[src/design/fmte_pkg.sv]
// Package for the fuzzy membership table engine.
// Holds field widths, command, status and register index codes.
// No dependencies; fmte_channels and the top level use it.
package fmte_pkg;

   localparam int CMD_W      = 3;
   localparam int PIDX_W     = 6;
   localparam int X_W        = 16;
   localparam int DEG_W      = 16;
   localparam int STAT_W     = 2;
   localparam int PCNT_W     = 7;
   localparam int CSR_IDX_W  = 2;
   localparam int CSR_DATA_W = 16;

   localparam logic [DEG_W-1:0] DEGREE_ONE = 16'd32768;

   localparam logic [CMD_W-1:0] CMD_WRITE  = 3'd0;
   localparam logic [CMD_W-1:0] CMD_EVAL   = 3'd1;
   localparam logic [CMD_W-1:0] CMD_CLAMP  = 3'd2;
   localparam logic [CMD_W-1:0] CMD_DEFUZZ = 3'd3;
   localparam logic [CMD_W-1:0] CMD_CLEAR  = 3'd4;

   localparam logic [STAT_W-1:0] ST_OK    = 2'd0;
   localparam logic [STAT_W-1:0] ST_RANGE = 2'd1;
   localparam logic [STAT_W-1:0] ST_EMPTY = 2'd2;

   localparam logic [CSR_IDX_W-1:0] CSR_RANGE_MIN   = 2'd0;
   localparam logic [CSR_IDX_W-1:0] CSR_RANGE_MAX   = 2'd1;
   localparam logic [CSR_IDX_W-1:0] CSR_POINT_COUNT = 2'd2;

endpackage

[src/design/fmte_channels.sv]
// Valid/ready channel interfaces for the command and result transactions.
// Depends on fmte_pkg for the field widths.
interface fmte_req_if;
   logic                              valid;
   logic                              ready;
   logic [fmte_pkg::CMD_W-1:0]        cmd;
   logic [fmte_pkg::PIDX_W-1:0]       point_index;
   logic signed [fmte_pkg::X_W-1:0]   x_value;
   logic [fmte_pkg::DEG_W-1:0]        degree;

   modport source (output valid, output cmd, output point_index, output x_value,
                   output degree, input ready);
   modport sink   (input valid, input cmd, input point_index, input x_value,
                   input degree, output ready);
endinterface

interface fmte_rsp_if;
   logic                              valid;
   logic                              ready;
   logic [fmte_pkg::DEG_W-1:0]        degree_out;
   logic signed [fmte_pkg::X_W-1:0]   centroid_out;
   logic [fmte_pkg::STAT_W-1:0]       status;

   modport source (output valid, output degree_out, output centroid_out,
                   output status, input ready);
   modport sink   (input valid, input degree_out, input centroid_out,
                   input status, output ready);
endinterface

[src/design/fmte_muldiv.sv]
// Iterative unit that computes floor(a*b/d) and the remainder, one bit of a
// at a time (an add state, then a subtract state), with b no larger than d. Depends on no package items.
module fmte_muldiv #(
   parameter int DW = 28
) (
   input  logic          clock,
   input  logic          reset,
   input  logic          start,
   input  logic [15:0]   a,
   input  logic [DW-1:0] b,
   input  logic [DW-1:0] d,
   output logic          done,
   output logic [15:0]   q,
   output logic [DW-1:0] rem
);

   typedef enum logic [1:0] {MD_IDLE, MD_ADD, MD_SUB} md_state_type;

   md_state_type      state_ff;
   logic [3:0]        bit_ff;
   logic [15:0]       a_ff;
   logic [DW-1:0]     b_ff;
   logic [DW-1:0]     d_ff;
   logic [DW+1:0]     acc_ff;
   logic [15:0]       q_ff;
   logic              done_ff;
   logic [DW+1:0]     d1;
   logic [DW+1:0]     d2;

   assign d1 = {2'b00, d_ff};
   assign d2 = {1'b0, d_ff, 1'b0};

   always_ff @(posedge clock) begin
      if (reset) begin
         state_ff <= MD_IDLE;
         done_ff  <= 1'b0;
         bit_ff   <= '0;
      end else begin
         case (state_ff)
            MD_IDLE: begin
               done_ff <= 1'b0;
               if (start) begin
                  a_ff     <= a;
                  b_ff     <= b;
                  d_ff     <= d;
                  acc_ff   <= '0;
                  q_ff     <= '0;
                  bit_ff   <= '0;
                  state_ff <= MD_ADD;
               end
            end
            MD_ADD: begin
               done_ff  <= 1'b0;
               acc_ff   <= {acc_ff[DW:0], 1'b0} + (a_ff[15] ? {2'b00, b_ff} : '0);
               a_ff     <= {a_ff[14:0], 1'b0};
               q_ff     <= {q_ff[14:0], 1'b0};
               state_ff <= MD_SUB;
            end
            MD_SUB: begin
               if (acc_ff >= d2) begin
                  acc_ff <= acc_ff - d2;
                  q_ff   <= q_ff + 16'd2;
               end else if (acc_ff >= d1) begin
                  acc_ff <= acc_ff - d1;
                  q_ff   <= q_ff + 16'd1;
               end
               if (bit_ff == 4'd15) begin
                  done_ff  <= 1'b1;
                  state_ff <= MD_IDLE;
               end else begin
                  done_ff  <= 1'b0;
                  bit_ff   <= bit_ff + 4'd1;
                  state_ff <= MD_ADD;
               end
            end
            default: begin
               done_ff  <= 1'b0;
               state_ff <= MD_IDLE;
            end
         endcase
      end
   end

   assign done = done_ff;
   assign q    = q_ff;
   assign rem  = acc_ff[DW-1:0];

endmodule

[src/design/fuzzy_membership_table_engine.sv]
// Top level of the fuzzy membership table engine: degree table memory,
// command sequencer and configuration registers.
// Depends on fmte_pkg, fmte_channels and fmte_muldiv.
//
// Usage: commands arrive as transactions on req_ch and each one yields exactly
// one result transaction on rsp_ch. The user must write the configuration
// registers on the csr_ port only while the engine is idle; the block itself
// does not enforce this. The engine takes one command at a time; req_ch.ready
// is high only while no command is in progress. A write point or unknown
// command goes straight to its result; clear zeroes each table entry in turn,
// clamp reads and rewrites each entry, evaluate makes two passes of the shared
// multiply-divide unit, and defuzzify reads the n points in use, one table
// read per cycle, then makes one pass. The table has a single read port. The
// next command is accepted once the engine is back in idle. After reset the
// table is cleared one entry per cycle while req_ch.ready stays low. A finished
// result sits in an output register; the next command is accepted while it
// waits, and if the receiver still stalls when that command finishes, the
// engine holds in place until rsp_ch.ready returns.
module fuzzy_membership_table_engine #(
   parameter int MAX_POINTS = 64
) (
   input  logic                            clock,
   input  logic                            reset,
   fmte_req_if.sink                        req_ch,
   fmte_rsp_if.source                      rsp_ch,
   input  logic                            csr_we,
   input  logic [fmte_pkg::CSR_IDX_W-1:0]  csr_index,
   input  logic [fmte_pkg::CSR_DATA_W-1:0] csr_wdata
);
   import fmte_pkg::*;

   localparam int AW  = $clog2(MAX_POINTS);
   localparam int SYW = 16 + AW;
   localparam int DW  = 16 + 2 * AW;
   localparam logic [AW:0] CNT_LAST = (AW+1)'(MAX_POINTS - 1);
   localparam logic [AW:0] CNT_END  = (AW+1)'(MAX_POINTS);

   typedef enum logic [3:0] {
      S_INIT, S_IDLE, S_EV_CHK, S_EV_DIV1, S_EV_RD0, S_EV_RD1, S_EV_RD2,
      S_EV_DIV2, S_CLAMP, S_ZERO, S_DF_SUM, S_DF_DEN, S_DF_GO, S_DF_DIV, S_DONE
   } state_type;

   state_type                state_ff;
   logic [AW:0]              cnt_ff;

   logic signed [X_W-1:0]    range_min_ff;
   logic signed [X_W-1:0]    range_max_ff;
   logic [PCNT_W-1:0]        pcount_ff;
   logic signed [X_W:0]      span_in;
   logic signed [X_W:0]      span_ff;
   logic [15:0]              span_abs_ff;
   logic [AW-1:0]            nm1_in;
   logic [AW-1:0]            nm1_ff;

   logic [DEG_W-1:0]         mem [MAX_POINTS];
   logic                     mem_we;
   logic [AW-1:0]            mem_waddr;
   logic [DEG_W-1:0]         mem_wdata;
   logic [AW-1:0]            mem_raddr;
   logic [DEG_W-1:0]         rd_data_ff;

   logic signed [X_W-1:0]    x_ff;
   logic [DEG_W-1:0]         deg_ff;
   logic [AW-1:0]            idx_ff;
   logic [15:0]              rem_ff;
   logic [DEG_W-1:0]         y0_ff;
   logic                     up_ff;
   logic                     up;
   logic signed [X_W:0]      dx;
   logic                     ev_ok;

   logic                     v1_ff;
   logic                     v2_ff;
   logic [AW-1:0]            k1_ff;
   logic [AW+15:0]           prod_ff;
   logic [SYW-1:0]           sy_ff;
   logic [DW-1:0]            siy_ff;
   logic [DW-1:0]            den_ff;
   logic                     df_more;

   logic                     md_start;
   logic [15:0]              md_a;
   logic [DW-1:0]            md_b;
   logic [DW-1:0]            md_d;
   logic                     md_done;
   logic [15:0]              md_q;
   logic [DW-1:0]            md_rem;

   logic signed [17:0]       cen_base;
   logic signed [17:0]       cen_fix;

   logic [DEG_W-1:0]         deg_res_ff;
   logic signed [X_W-1:0]    cen_res_ff;
   logic [STAT_W-1:0]        stat_res_ff;
   logic                     rsp_valid_ff;
   logic [DEG_W-1:0]         rsp_deg_ff;
   logic signed [X_W-1:0]    rsp_cen_ff;
   logic [STAT_W-1:0]        rsp_stat_ff;

   always_ff @(posedge clock) begin
      if (reset) begin
         range_min_ff <= 16'sd0;
         range_max_ff <= 16'sd32767;
         pcount_ff    <= 7'd64;
      end else if (csr_we) begin
         case (csr_index)
            CSR_RANGE_MIN:   range_min_ff <= csr_wdata;
            CSR_RANGE_MAX:   range_max_ff <= csr_wdata;
            CSR_POINT_COUNT: pcount_ff    <= csr_wdata[PCNT_W-1:0];
            default: ;
         endcase
      end
   end

   always_comb begin
      span_in = {range_max_ff[X_W-1], range_max_ff} - {range_min_ff[X_W-1], range_min_ff};
      if (pcount_ff < 7'd2) begin
         nm1_in = AW'(1);
      end else if (int'(pcount_ff) > MAX_POINTS) begin
         nm1_in = AW'(MAX_POINTS - 1);
      end else begin
         nm1_in = AW'(pcount_ff - 7'd1);
      end
   end

   always_ff @(posedge clock) begin
      span_ff     <= span_in;
      span_abs_ff <= span_in[X_W] ? 16'(-span_in) : span_in[15:0];
      nm1_ff      <= nm1_in;
   end

   always_ff @(posedge clock) begin
      if (mem_we) begin
         mem[mem_waddr] <= mem_wdata;
      end
      rd_data_ff <= mem[mem_raddr];
   end

   assign dx      = {x_ff[X_W-1], x_ff} - {range_min_ff[X_W-1], range_min_ff};
   assign ev_ok   = !span_ff[X_W] && (span_ff != '0) && !dx[X_W] && (dx < span_ff);
   assign df_more = cnt_ff <= {1'b0, nm1_ff};
   assign up      = rd_data_ff >= y0_ff;

   always_comb begin
      mem_we    = 1'b0;
      mem_waddr = '0;
      mem_wdata = '0;
      mem_raddr = '0;
      case (state_ff)
         S_IDLE: begin
            if (req_ch.valid && req_ch.cmd == CMD_WRITE
                && int'(req_ch.point_index) < MAX_POINTS) begin
               mem_we    = 1'b1;
               mem_waddr = AW'(req_ch.point_index);
               mem_wdata = (req_ch.degree > DEGREE_ONE) ? DEGREE_ONE : req_ch.degree;
            end
         end
         S_INIT, S_ZERO: begin
            mem_we    = 1'b1;
            mem_waddr = cnt_ff[AW-1:0];
         end
         S_CLAMP: begin
            mem_raddr = cnt_ff[AW-1:0];
            mem_we    = cnt_ff != '0;
            mem_waddr = AW'(cnt_ff - 1'b1);
            mem_wdata = (rd_data_ff > deg_ff) ? deg_ff : rd_data_ff;
         end
         S_EV_RD0: mem_raddr = idx_ff;
         S_EV_RD1: mem_raddr = AW'(idx_ff + 1'b1);
         S_DF_SUM: mem_raddr = cnt_ff[AW-1:0];
         default: ;
      endcase
   end

   always_comb begin
      md_start = 1'b0;
      md_a     = '0;
      md_b     = '0;
      md_d     = '0;
      case (state_ff)
         S_EV_CHK: begin
            md_start = ev_ok;
            md_a     = 16'(nm1_ff);
            md_b     = DW'(dx[15:0]);
            md_d     = DW'(span_ff[15:0]);
         end
         S_EV_RD2: begin
            md_start = 1'b1;
            md_a     = up ? rd_data_ff - y0_ff : y0_ff - rd_data_ff;
            md_b     = DW'(rem_ff);
            md_d     = DW'(span_ff[15:0]);
         end
         S_DF_GO: begin
            md_start = 1'b1;
            md_a     = span_abs_ff;
            md_b     = siy_ff;
            md_d     = den_ff;
         end
         default: ;
      endcase
   end

   fmte_muldiv #(.DW(DW)) u_muldiv (
      .clock (clock),
      .reset (reset),
      .start (md_start),
      .a     (md_a),
      .b     (md_b),
      .d     (md_d),
      .done  (md_done),
      .q     (md_q),
      .rem   (md_rem)
   );

   // The centroid is rounded toward zero from lo +/- (q + rem/den).
   always_comb begin
      if (!span_ff[X_W]) begin
         cen_base = 18'(range_min_ff) + 18'(md_q);
         cen_fix  = (md_rem != '0 && cen_base < 0) ? cen_base + 18'sd1 : cen_base;
      end else begin
         cen_base = 18'(range_min_ff) - 18'(md_q);
         cen_fix  = (md_rem != '0 && cen_base > 0) ? cen_base - 18'sd1 : cen_base;
      end
   end

   always_ff @(posedge clock) begin
      if (reset) begin
         state_ff     <= S_INIT;
         cnt_ff       <= '0;
         rsp_valid_ff <= 1'b0;
         v1_ff        <= 1'b0;
         v2_ff        <= 1'b0;
      end else begin
         if (rsp_ch.ready && state_ff != S_DONE) begin
            rsp_valid_ff <= 1'b0;
         end
         case (state_ff)
            S_INIT: begin
               if (cnt_ff == CNT_LAST) begin
                  cnt_ff   <= '0;
                  state_ff <= S_IDLE;
               end else begin
                  cnt_ff <= cnt_ff + 1'b1;
               end
            end
            S_IDLE: begin
               if (req_ch.valid) begin
                  x_ff        <= req_ch.x_value;
                  deg_ff      <= req_ch.degree;
                  deg_res_ff  <= '0;
                  cen_res_ff  <= '0;
                  stat_res_ff <= ST_OK;
                  cnt_ff      <= '0;
                  sy_ff       <= '0;
                  siy_ff      <= '0;
                  v1_ff       <= 1'b0;
                  v2_ff       <= 1'b0;
                  case (req_ch.cmd)
                     CMD_EVAL:   state_ff <= S_EV_CHK;
                     CMD_CLAMP:  state_ff <= S_CLAMP;
                     CMD_DEFUZZ: state_ff <= S_DF_SUM;
                     CMD_CLEAR:  state_ff <= S_ZERO;
                     default:    state_ff <= S_DONE;
                  endcase
               end
            end
            S_EV_CHK: begin
               if (ev_ok) begin
                  state_ff <= S_EV_DIV1;
               end else begin
                  stat_res_ff <= ST_RANGE;
                  state_ff    <= S_DONE;
               end
            end
            S_EV_DIV1: begin
               if (md_done) begin
                  idx_ff   <= md_q[AW-1:0];
                  rem_ff   <= md_rem[15:0];
                  state_ff <= S_EV_RD0;
               end
            end
            S_EV_RD0: state_ff <= S_EV_RD1;
            S_EV_RD1: begin
               y0_ff    <= rd_data_ff;
               state_ff <= S_EV_RD2;
            end
            S_EV_RD2: begin
               up_ff    <= up;
               state_ff <= S_EV_DIV2;
            end
            S_EV_DIV2: begin
               if (md_done) begin
                  deg_res_ff <= up_ff ? y0_ff + md_q
                                      : y0_ff - md_q - 16'(md_rem != '0);
                  state_ff   <= S_DONE;
               end
            end
            S_CLAMP: begin
               if (cnt_ff == CNT_END) begin
                  cnt_ff   <= '0;
                  state_ff <= S_DONE;
               end else begin
                  cnt_ff <= cnt_ff + 1'b1;
               end
            end
            S_ZERO: begin
               if (cnt_ff == CNT_LAST) begin
                  cnt_ff   <= '0;
                  state_ff <= S_DONE;
               end else begin
                  cnt_ff <= cnt_ff + 1'b1;
               end
            end
            S_DF_SUM: begin
               if (df_more) begin
                  cnt_ff <= cnt_ff + 1'b1;
               end
               v1_ff <= df_more;
               k1_ff <= cnt_ff[AW-1:0];
               v2_ff <= v1_ff;
               if (v1_ff) begin
                  sy_ff   <= sy_ff + SYW'(rd_data_ff);
                  prod_ff <= {16'd0, k1_ff} * {{AW{1'b0}}, rd_data_ff};
               end
               if (v2_ff) begin
                  siy_ff <= siy_ff + DW'(prod_ff);
               end
               if (!df_more && !v1_ff && !v2_ff) begin
                  state_ff <= S_DF_DEN;
               end
            end
            S_DF_DEN: begin
               den_ff <= {{SYW{1'b0}}, nm1_ff} * {{AW{1'b0}}, sy_ff};
               if (sy_ff == '0) begin
                  stat_res_ff <= ST_EMPTY;
                  state_ff    <= S_DONE;
               end else begin
                  state_ff <= S_DF_GO;
               end
            end
            S_DF_GO: state_ff <= S_DF_DIV;
            S_DF_DIV: begin
               if (md_done) begin
                  cen_res_ff <= cen_fix[15:0];
                  state_ff   <= S_DONE;
               end
            end
            S_DONE: begin
               if (!rsp_valid_ff || rsp_ch.ready) begin
                  rsp_valid_ff <= 1'b1;
                  rsp_deg_ff   <= deg_res_ff;
                  rsp_cen_ff   <= cen_res_ff;
                  rsp_stat_ff  <= stat_res_ff;
                  state_ff     <= S_IDLE;
               end
            end
            default: state_ff <= S_IDLE;
         endcase
      end
   end

   assign req_ch.ready        = state_ff == S_IDLE;
   assign rsp_ch.valid        = rsp_valid_ff;
   assign rsp_ch.degree_out   = rsp_deg_ff;
   assign rsp_ch.centroid_out = rsp_cen_ff;
   assign rsp_ch.status       = rsp_stat_ff;

endmodule

[src/flat_wrapper.sv]
// flat-port wrapper written by rule: the top's interface ports become plain ports
module fuzzy_membership_table_engine_flat import fmte_pkg::*;
#(
   parameter int MAX_POINTS = 64
)
  (clock, reset, csr_we, csr_index, csr_wdata, req_ch_valid, req_ch_cmd, req_ch_point_index, req_ch_x_value, req_ch_degree, req_ch_ready, rsp_ch_valid, rsp_ch_degree_out, rsp_ch_centroid_out, rsp_ch_status, rsp_ch_ready);
  fmte_req_if req_ch_i ();
  fmte_rsp_if rsp_ch_i ();
  input  logic clock;
  input  logic reset;
  input  logic csr_we;
  input  logic [fmte_pkg::CSR_IDX_W-1:0] csr_index;
  input  logic [fmte_pkg::CSR_DATA_W-1:0] csr_wdata;
  input wire logic [$bits(req_ch_i.valid)-1:0] req_ch_valid;
  input wire logic [$bits(req_ch_i.cmd)-1:0] req_ch_cmd;
  input wire logic [$bits(req_ch_i.point_index)-1:0] req_ch_point_index;
  input wire logic [$bits(req_ch_i.x_value)-1:0] req_ch_x_value;
  input wire logic [$bits(req_ch_i.degree)-1:0] req_ch_degree;
  output wire logic [$bits(req_ch_i.ready)-1:0] req_ch_ready;
  output wire logic [$bits(rsp_ch_i.valid)-1:0] rsp_ch_valid;
  output wire logic [$bits(rsp_ch_i.degree_out)-1:0] rsp_ch_degree_out;
  output wire logic [$bits(rsp_ch_i.centroid_out)-1:0] rsp_ch_centroid_out;
  output wire logic [$bits(rsp_ch_i.status)-1:0] rsp_ch_status;
  input wire logic [$bits(rsp_ch_i.ready)-1:0] rsp_ch_ready;
  assign req_ch_i.valid = req_ch_valid;
  assign req_ch_i.cmd = req_ch_cmd;
  assign req_ch_i.point_index = req_ch_point_index;
  assign req_ch_i.x_value = req_ch_x_value;
  assign req_ch_i.degree = req_ch_degree;
  assign req_ch_ready = req_ch_i.ready;
  assign rsp_ch_valid = rsp_ch_i.valid;
  assign rsp_ch_degree_out = rsp_ch_i.degree_out;
  assign rsp_ch_centroid_out = rsp_ch_i.centroid_out;
  assign rsp_ch_status = rsp_ch_i.status;
  assign rsp_ch_i.ready = rsp_ch_ready;
  fuzzy_membership_table_engine #(.MAX_POINTS(MAX_POINTS)) u_core (.clock(clock), .reset(reset), .req_ch(req_ch_i), .rsp_ch(rsp_ch_i), .csr_we(csr_we), .csr_index(csr_index), .csr_wdata(csr_wdata));
endmodule
[config.mk]
export PLATFORM = sky130hd
export DESIGN_NAME = fuzzy_membership_table_engine_flat
export DESIGN_NICKNAME = d
export VERILOG_FILES = /design/src/design/fmte_pkg.sv /design/src/design/fmte_channels.sv /design/src/design/fmte_muldiv.sv /design/src/design/fuzzy_membership_table_engine.sv /design/src/flat_wrapper.sv
export SDC_FILE = /design/constraint.sdc
export NUM_CORES = 2
export LEC_CHECK = 0
export BUFFER_PORTS_ARGS = -buffer_cell sky130_fd_sc_hd__buf_2
export CAP_MARGIN = 10
export CORE_MARGIN = 1.5
export CORE_UTILIZATION = 52
export DETAILED_ROUTE_END_ITERATION = 8
export PLACE_DENSITY = 0.67
export SLEW_MARGIN = 20
export SYNTH_ARGS = -nofsm -noshare
export SYNTH_HDL_FRONTEND = slang
export SYNTH_HIERARCHICAL = 1
export SYNTH_SLANG_ARGS = --single-unit
export TNS_END_PERCENT = 5
[constraint.sdc]
create_clock -name clock -period 14.91 [get_ports clock]
set_input_delay 4.473 -clock clock [delete_from_list [all_inputs] [get_ports clock]]
set_output_delay 4.473 -clock clock [all_outputs]
set_load 0.05 [all_outputs]
# Word-level counts from Yosys, hierarchy flattened
# Memories as Yosys holds them, arrays and structs flattened. A register that Yosys moved wholly into a read port is not among the register bits.
# Index checks and enable logic that the tools add are counted.
dict set report word_totals {
  reg_bits 462
  ramBits 1024
  in_bits 64
  output_inout_bits 36
  elab_cells 261
  n_memories 1
}
dict set report classes {
  n_addsub 24
  mul 2
  order_cmp 11
  n_eq_ne 44
  muxes 78
  n_bitwise 2
  n_reduce_logical 62
}
# memory depth width rd rd_ports_with_merged_regs wr line
set memory_table {}
lappend memory_table {u_core.mem 64 16 1 1 1 fuzzy_membership_table_engine.sv:55} ;# logic [DEG_W-1:0] mem [MAX_POINTS];
# operator count
set op_table {}
lappend op_table {{$mux 16} 16}
lappend op_table {{$pmux 16 s2} 4}
lappend op_table {{$pmux 28 s2} 2}
lappend op_table {{$pmux 16 s3} 2}
lappend op_table {{$mux 30} 3}
lappend op_table {{$pmux 30 s3} 1}
lappend op_table {{$mux 28} 3}
lappend op_table {{$pmux 28 s3} 1}
lappend op_table {{$pmux 4 s14} 1}
lappend op_table {{$sub 16x16->16} 3}
lappend op_table {{$mux 22} 2}
lappend op_table {{$mux 4} 11}
lappend op_table {{$pmux 22 s2} 1}
lappend op_table {{$pmux 6 s3} 2}
lappend op_table {{$sub 16x16->17} 2}
lappend op_table {{$add 16x2->16 const B} 2}
lappend op_table {{$eq 4x4->1 const B} 8}
lappend op_table {{$add 30x30->30} 1}
lappend op_table {{$ge 30x28->1} 1}
lappend op_table {{$ge 30x29->1} 1}
lappend op_table {{$sub 30x28->30} 1}
lappend op_table {{$sub 30x29->30} 1}
lappend op_table {{$add 28x22->28} 1}
lappend op_table {{$mul 6x22->28} 1}
lappend op_table {{66 further kinds} 152}

# Logic depth before layout (Yosys ltp)
dict set report logic_depth {
  depth_word 7
  ltp_mapped 29
  depth_no_buf 29
}

# Modules after synthesis
# The synthesis kept the hierarchy.
# mod n_inst cells_each area_each_um2
set modules_own_cells {}
lappend modules_own_cells {fuzzy_membership_table_engine 1 6371 70267.4}
lappend modules_own_cells {fmte_muldiv 1 1076 10102.2}

# Worst setup path before layout
# OpenSTA, ideal clock, no wires.
dict set report synth_path {
  path_type {input -> register}
  from {input reset}
  to {register u_core.rsp_cen_ff[0] (netlist: u_core/rsp_ch.centroid_out[0]) (enable)}
  setup_ns 0.475
  t_arrival_ns 7.206
  path_slack_ns 7.229
  stages 2
  cell_sequence {clkbuf_1 -> nor3b_1}
}
dict set report synth_between {
  elab_chain_len 2
}
# element line
set synth_rtl {}
lappend synth_rtl {{start: declaration} flat_wrapper.sv:10} ;# input logic reset;
lappend synth_rtl {{$not 1->1 (no line)} n/a}
lappend synth_rtl {{$reduce_and 3->1 (no line)} n/a}
lappend synth_rtl {{end signal: assignment} fuzzy_membership_table_engine.sv:352} ;# rsp_cen_ff <= cen_res_ff;
lappend synth_rtl {{end: declaration} fuzzy_membership_table_engine.sv:97} ;# logic signed [X_W-1:0] rsp_cen_ff;
# Every way passes these cells.
# A chain may end at the register's enable or synchronous reset.

# Worst setup path in the final report
dict set report layout_path {
  from {input req_ch_valid}
  to {memory u_core.mem[4][7], data pin}
}
dict set report layout_between {
  elab_chain_len 3
}
# element line
set layout_rtl {}
lappend layout_rtl {{start: declaration} flat_wrapper.sv:14} ;# input wire logic [$bits(req_ch_i.valid)-1:0] req_ch_valid;
lappend layout_rtl {{$logic_and 1x1->1} fuzzy_membership_table_engine.sv:151} ;# if (req_ch.valid && req_ch.cmd == CMD_WRITE
lappend layout_rtl {{$mux 16} fuzzy_membership_table_engine.sv:151}
lappend layout_rtl {{$pmux 16 s2} fuzzy_membership_table_engine.sv:149} ;# case (state_ff)
lappend layout_rtl {{net u_core.mem_wdata[7]} fuzzy_membership_table_engine.sv:58} ;# logic [DEG_W-1:0] mem_wdata;
lappend layout_rtl {{end: declaration} fuzzy_membership_table_engine.sv:55}
# The timed path passes the listed nets, and every way through them passes these cells.

==> summary.txt <==
Cells and area
  • Fraction of layout cells with a size suffix above 1: 0.0774
  • Area Growth Syn to Fin: 9.96%
  • Nets: 8023

Synth
  • Synthesis-stage register bit count: 1501
  • Post-synth design cell area: 80400 sq um
  • Post-Synthesis Cells: 7447
  • Ys Warns: 6
  • Post-synth top flop: edfxtp_1
  • Distinct cells, synth: 98
  • Seq/Total Area, Yosys: 0.547
  • Async S/R FF share, synth: 0
  • Mean Syn Cell Area: 10.8 sq um
  • Synthesized Nets: 8043
  • Post-synth EDFFs: 1387

STA
  • Worst-margin pin slew: 1.20 ns
  • Final setup viols: 0
  • Unrepaired setup endpoints after global routing: false
  • Max Freq: 135 MHz
  • Clock Skew: 0.0575 ns
  • Setup TNS Final: 0 ns
  • Final Hold Viols: 0
  • Slew margin rel.: 0.199
  • Max-slew violation count: 0
  • Period utilization: 0.497
  • Worst hold slack: 0.418 ns
  • Final min period: 7.40 ns

Critical path
  • Worst-path maximum fanout: 64
  • Critical path data arrival time: 7.84 ns
  • Max stage delay cell, worst path: a21oi_1
  • CP endpoint kind: register
  • Cells along the critical path: buf_2, nand2_1, or4_1, a21oi_1, nand2_1, o21ai_4, buf_4
  • CP dominant cell by count: nand2_1
  • CP max stage delay: 0.86 ns
  • Startpoint Class: input pin
  • Worst path required time: 15.34 ns
  • Critical path class: input pin to register

Global routing
  • Largest net degree at the start of global routing: 189
  • Vias in the first global route: 54700
  • Initial antenna violation count: 10
  • Global-route wire length before repair: 341000 um
  • Total grt overflow: 0
  • Total GRT Usage: 0.287

Power
  • Maximum vdd drop: 99.3 uV
  • Leakage: 33.6 nW
  • PwrDens: 108 nW/um^2

Flow run
  • Max_cap viols: 0

Floorplanning
  • Initial Util: 0.523
  • Die H: 396 um
  • Die X: 396 um
  • I/O pins: 100
  • Core area: 154000 sq um
  • Die Area: 157000 sq um
  • Num rows: 144

Clock network
  • Clock Sinks: 1501
  • Max Buffers Root-to-Sink: 3
  • Post-CTS Setup Bufs: 0
  • Htree depth: 4
  • Num CTS Buffers: 156
  • CTS clk-pin slew, worst paths: 0.06 ns
  • Hold Buf Count CTS: 0
  • Cts repair resizes: 0
  • Root buffer cell: clkbuf_16
  • CTS tree: yes
  • Worst skew pair latency: 0.81 ns

Routing
  • Vias/cell: 6.11
  • DRC: 0
  • Router iterations before antenna repair: 8
  • Remaining antenna violation count: 0
  • Number of vias after detailed routing: 58700
  • DRT Wirelength: 229000 um
  • Iter 0 DRT Violations: 7159
  • DR WL/cell: 23.9 um

Outcome
  • Outcome: completed

Place
  • RePlAce Congestion: 0.963
  • Port bufs: 99
  • Post-DP HPWL: 155000 um

Worst hold path
  • Hold WC Path Type: register to register
[state kept, by name, summed over array words and instances (netlist names), 22 cells and up]
name,flops
u_core/den_ff,28
u_core/mem,1024
u_core/prod_ff,22
u_core/siy_ff,28
u_core/sy_ff,22
u_core/u_muldiv/acc_ff,30
u_core/u_muldiv/b_ff,28
u_core/u_muldiv/d_ff,28
[stage by stage]
| step | utilization | total power, mW | cells | setup WS, ns | instance area, sq um |
|---|---|---|---|---|---|
| floorplan | - | 5.47 | 7447 | 7.23 | 80400 |
| global placement | 0.541 | 5.72 | 9312 | 6.73 | 83100 |
| detailed placement | 0.541 | 5.74 | 9312 | 6.69 | 83100 |
| CTS | 0.574 | 9.58 | 9599 | 7.56 | 88300 |
| global route | 0.575 | 9.86 | 9600 | 7.55 | 88400 |
| finish | 0.575 | 9.54 | 9607 | 7.51 | 88400 |
[per-layer routing]
metal  global-route usage  part of all wire
met5                    0          0.000087
met4               0.0908             0.028
met1                0.432              0.44
met3               0.0600              0.11
met2                0.415              0.43
[path summary, 6_finish.rpt]
check	cells past startpoint	startpoint	slack, ns	endpoint
min	0	u_core/cen_res_ff[3]	0.42	u_core/rsp_ch.centroid_out[3]
max reg2reg	22	u_core/range_min_ff[1]	8.65	u_core/u_muldiv/acc_ff[26]
min reg2reg	0	u_core/cen_res_ff[3]	0.42	u_core/rsp_ch.centroid_out[3]
max	7	req_ch_valid	7.51	u_core/mem[4][7]
[worst max-delay path: cells and delay by family]
| kind | cells | cell delay [ns] |
|---|---|---|
| buffers and inverters | 2 | 0.80 |
| AND/OR/NAND/NOR | 3 | 1.29 |
| AO/OA/AOI/OAI | 2 | 0.96 |
[cell families (layout without fill, tap and decap cells)]
group | Yosys count | in the layout | share of synthesized area
and+or+nand+nor | 2925 | 2925 | 0.163
DFF | 1501 | 1501 | 0.547
AOI/OAI and AO/OA | 1334 | 1334 | 0.114
buffers and inverters | 801 | 910 | 0.0393
adders and majority gates | 532 | 532 | 0.0970
xor gates and xnor gates | 280 | 280 | 0.0305
muxes | 74 | 74 | 0.00954
other | 0 | 7 | 0
[synthesized netlist by cell type (all sizes together) (25+ instances only)]
master	count	area, sq um
clkbuf	327	1230
o21ai	216	1080
xnor2	175	1530
nand2b	43	269
mux2i	56	561
nor4	32	215
and2	105	657
buf	80	449
a22oi	28	210
a31oi	112	701
nand4	39	244
nand3	330	1650
nor2	375	1410
a21o	90	676
fa	152	3040
inv	393	1480
a21oi	295	1490
o21a	42	315
a211oi	57	438
o21bai	40	300
o211ai	34	265
nand2	1544	5800
a311oi	202	1780
a211o	30	263
dfxtp	114	2280
or3	30	188
edfxtp	1387	41600
nor2b	56	350
xor2	105	920
ha	380	4750
o31ai	25	188
nor3	89	445
and3	185	1160
[cells in the final DEF (no fill, tap or decap), types with 152 or more instances in the layout]
master,instances
a21oi_1,284
a311oi_1,201
and3_1,185
clkbuf_16,157
edfxtp_1,1387
fa_1,152
ha_1,380
inv_1,393
nand2_1,1542
nand3_1,330
nor2_1,353
o21ai_0,178
xnor2_1,175
[where the power goes]
group,internal (mW),switching [mW]
clock,2.17,1.70
sequential,4.62,0.0473
combinational,0.412,0.598
total,7.20,2.34
[layout make-up]
cell class,instances,area [sq um]
antenna,7,17.5
sequential,1501,43900
inverter,394,1480
fill,12700,65300
timing repair buffer,229,1550
multi-input combinational,5145,33700
tap,2044,2560
clock inverter,93,1070
clock buffer,194,4080
Note: power is estimated with default switching activity, not from simulation.
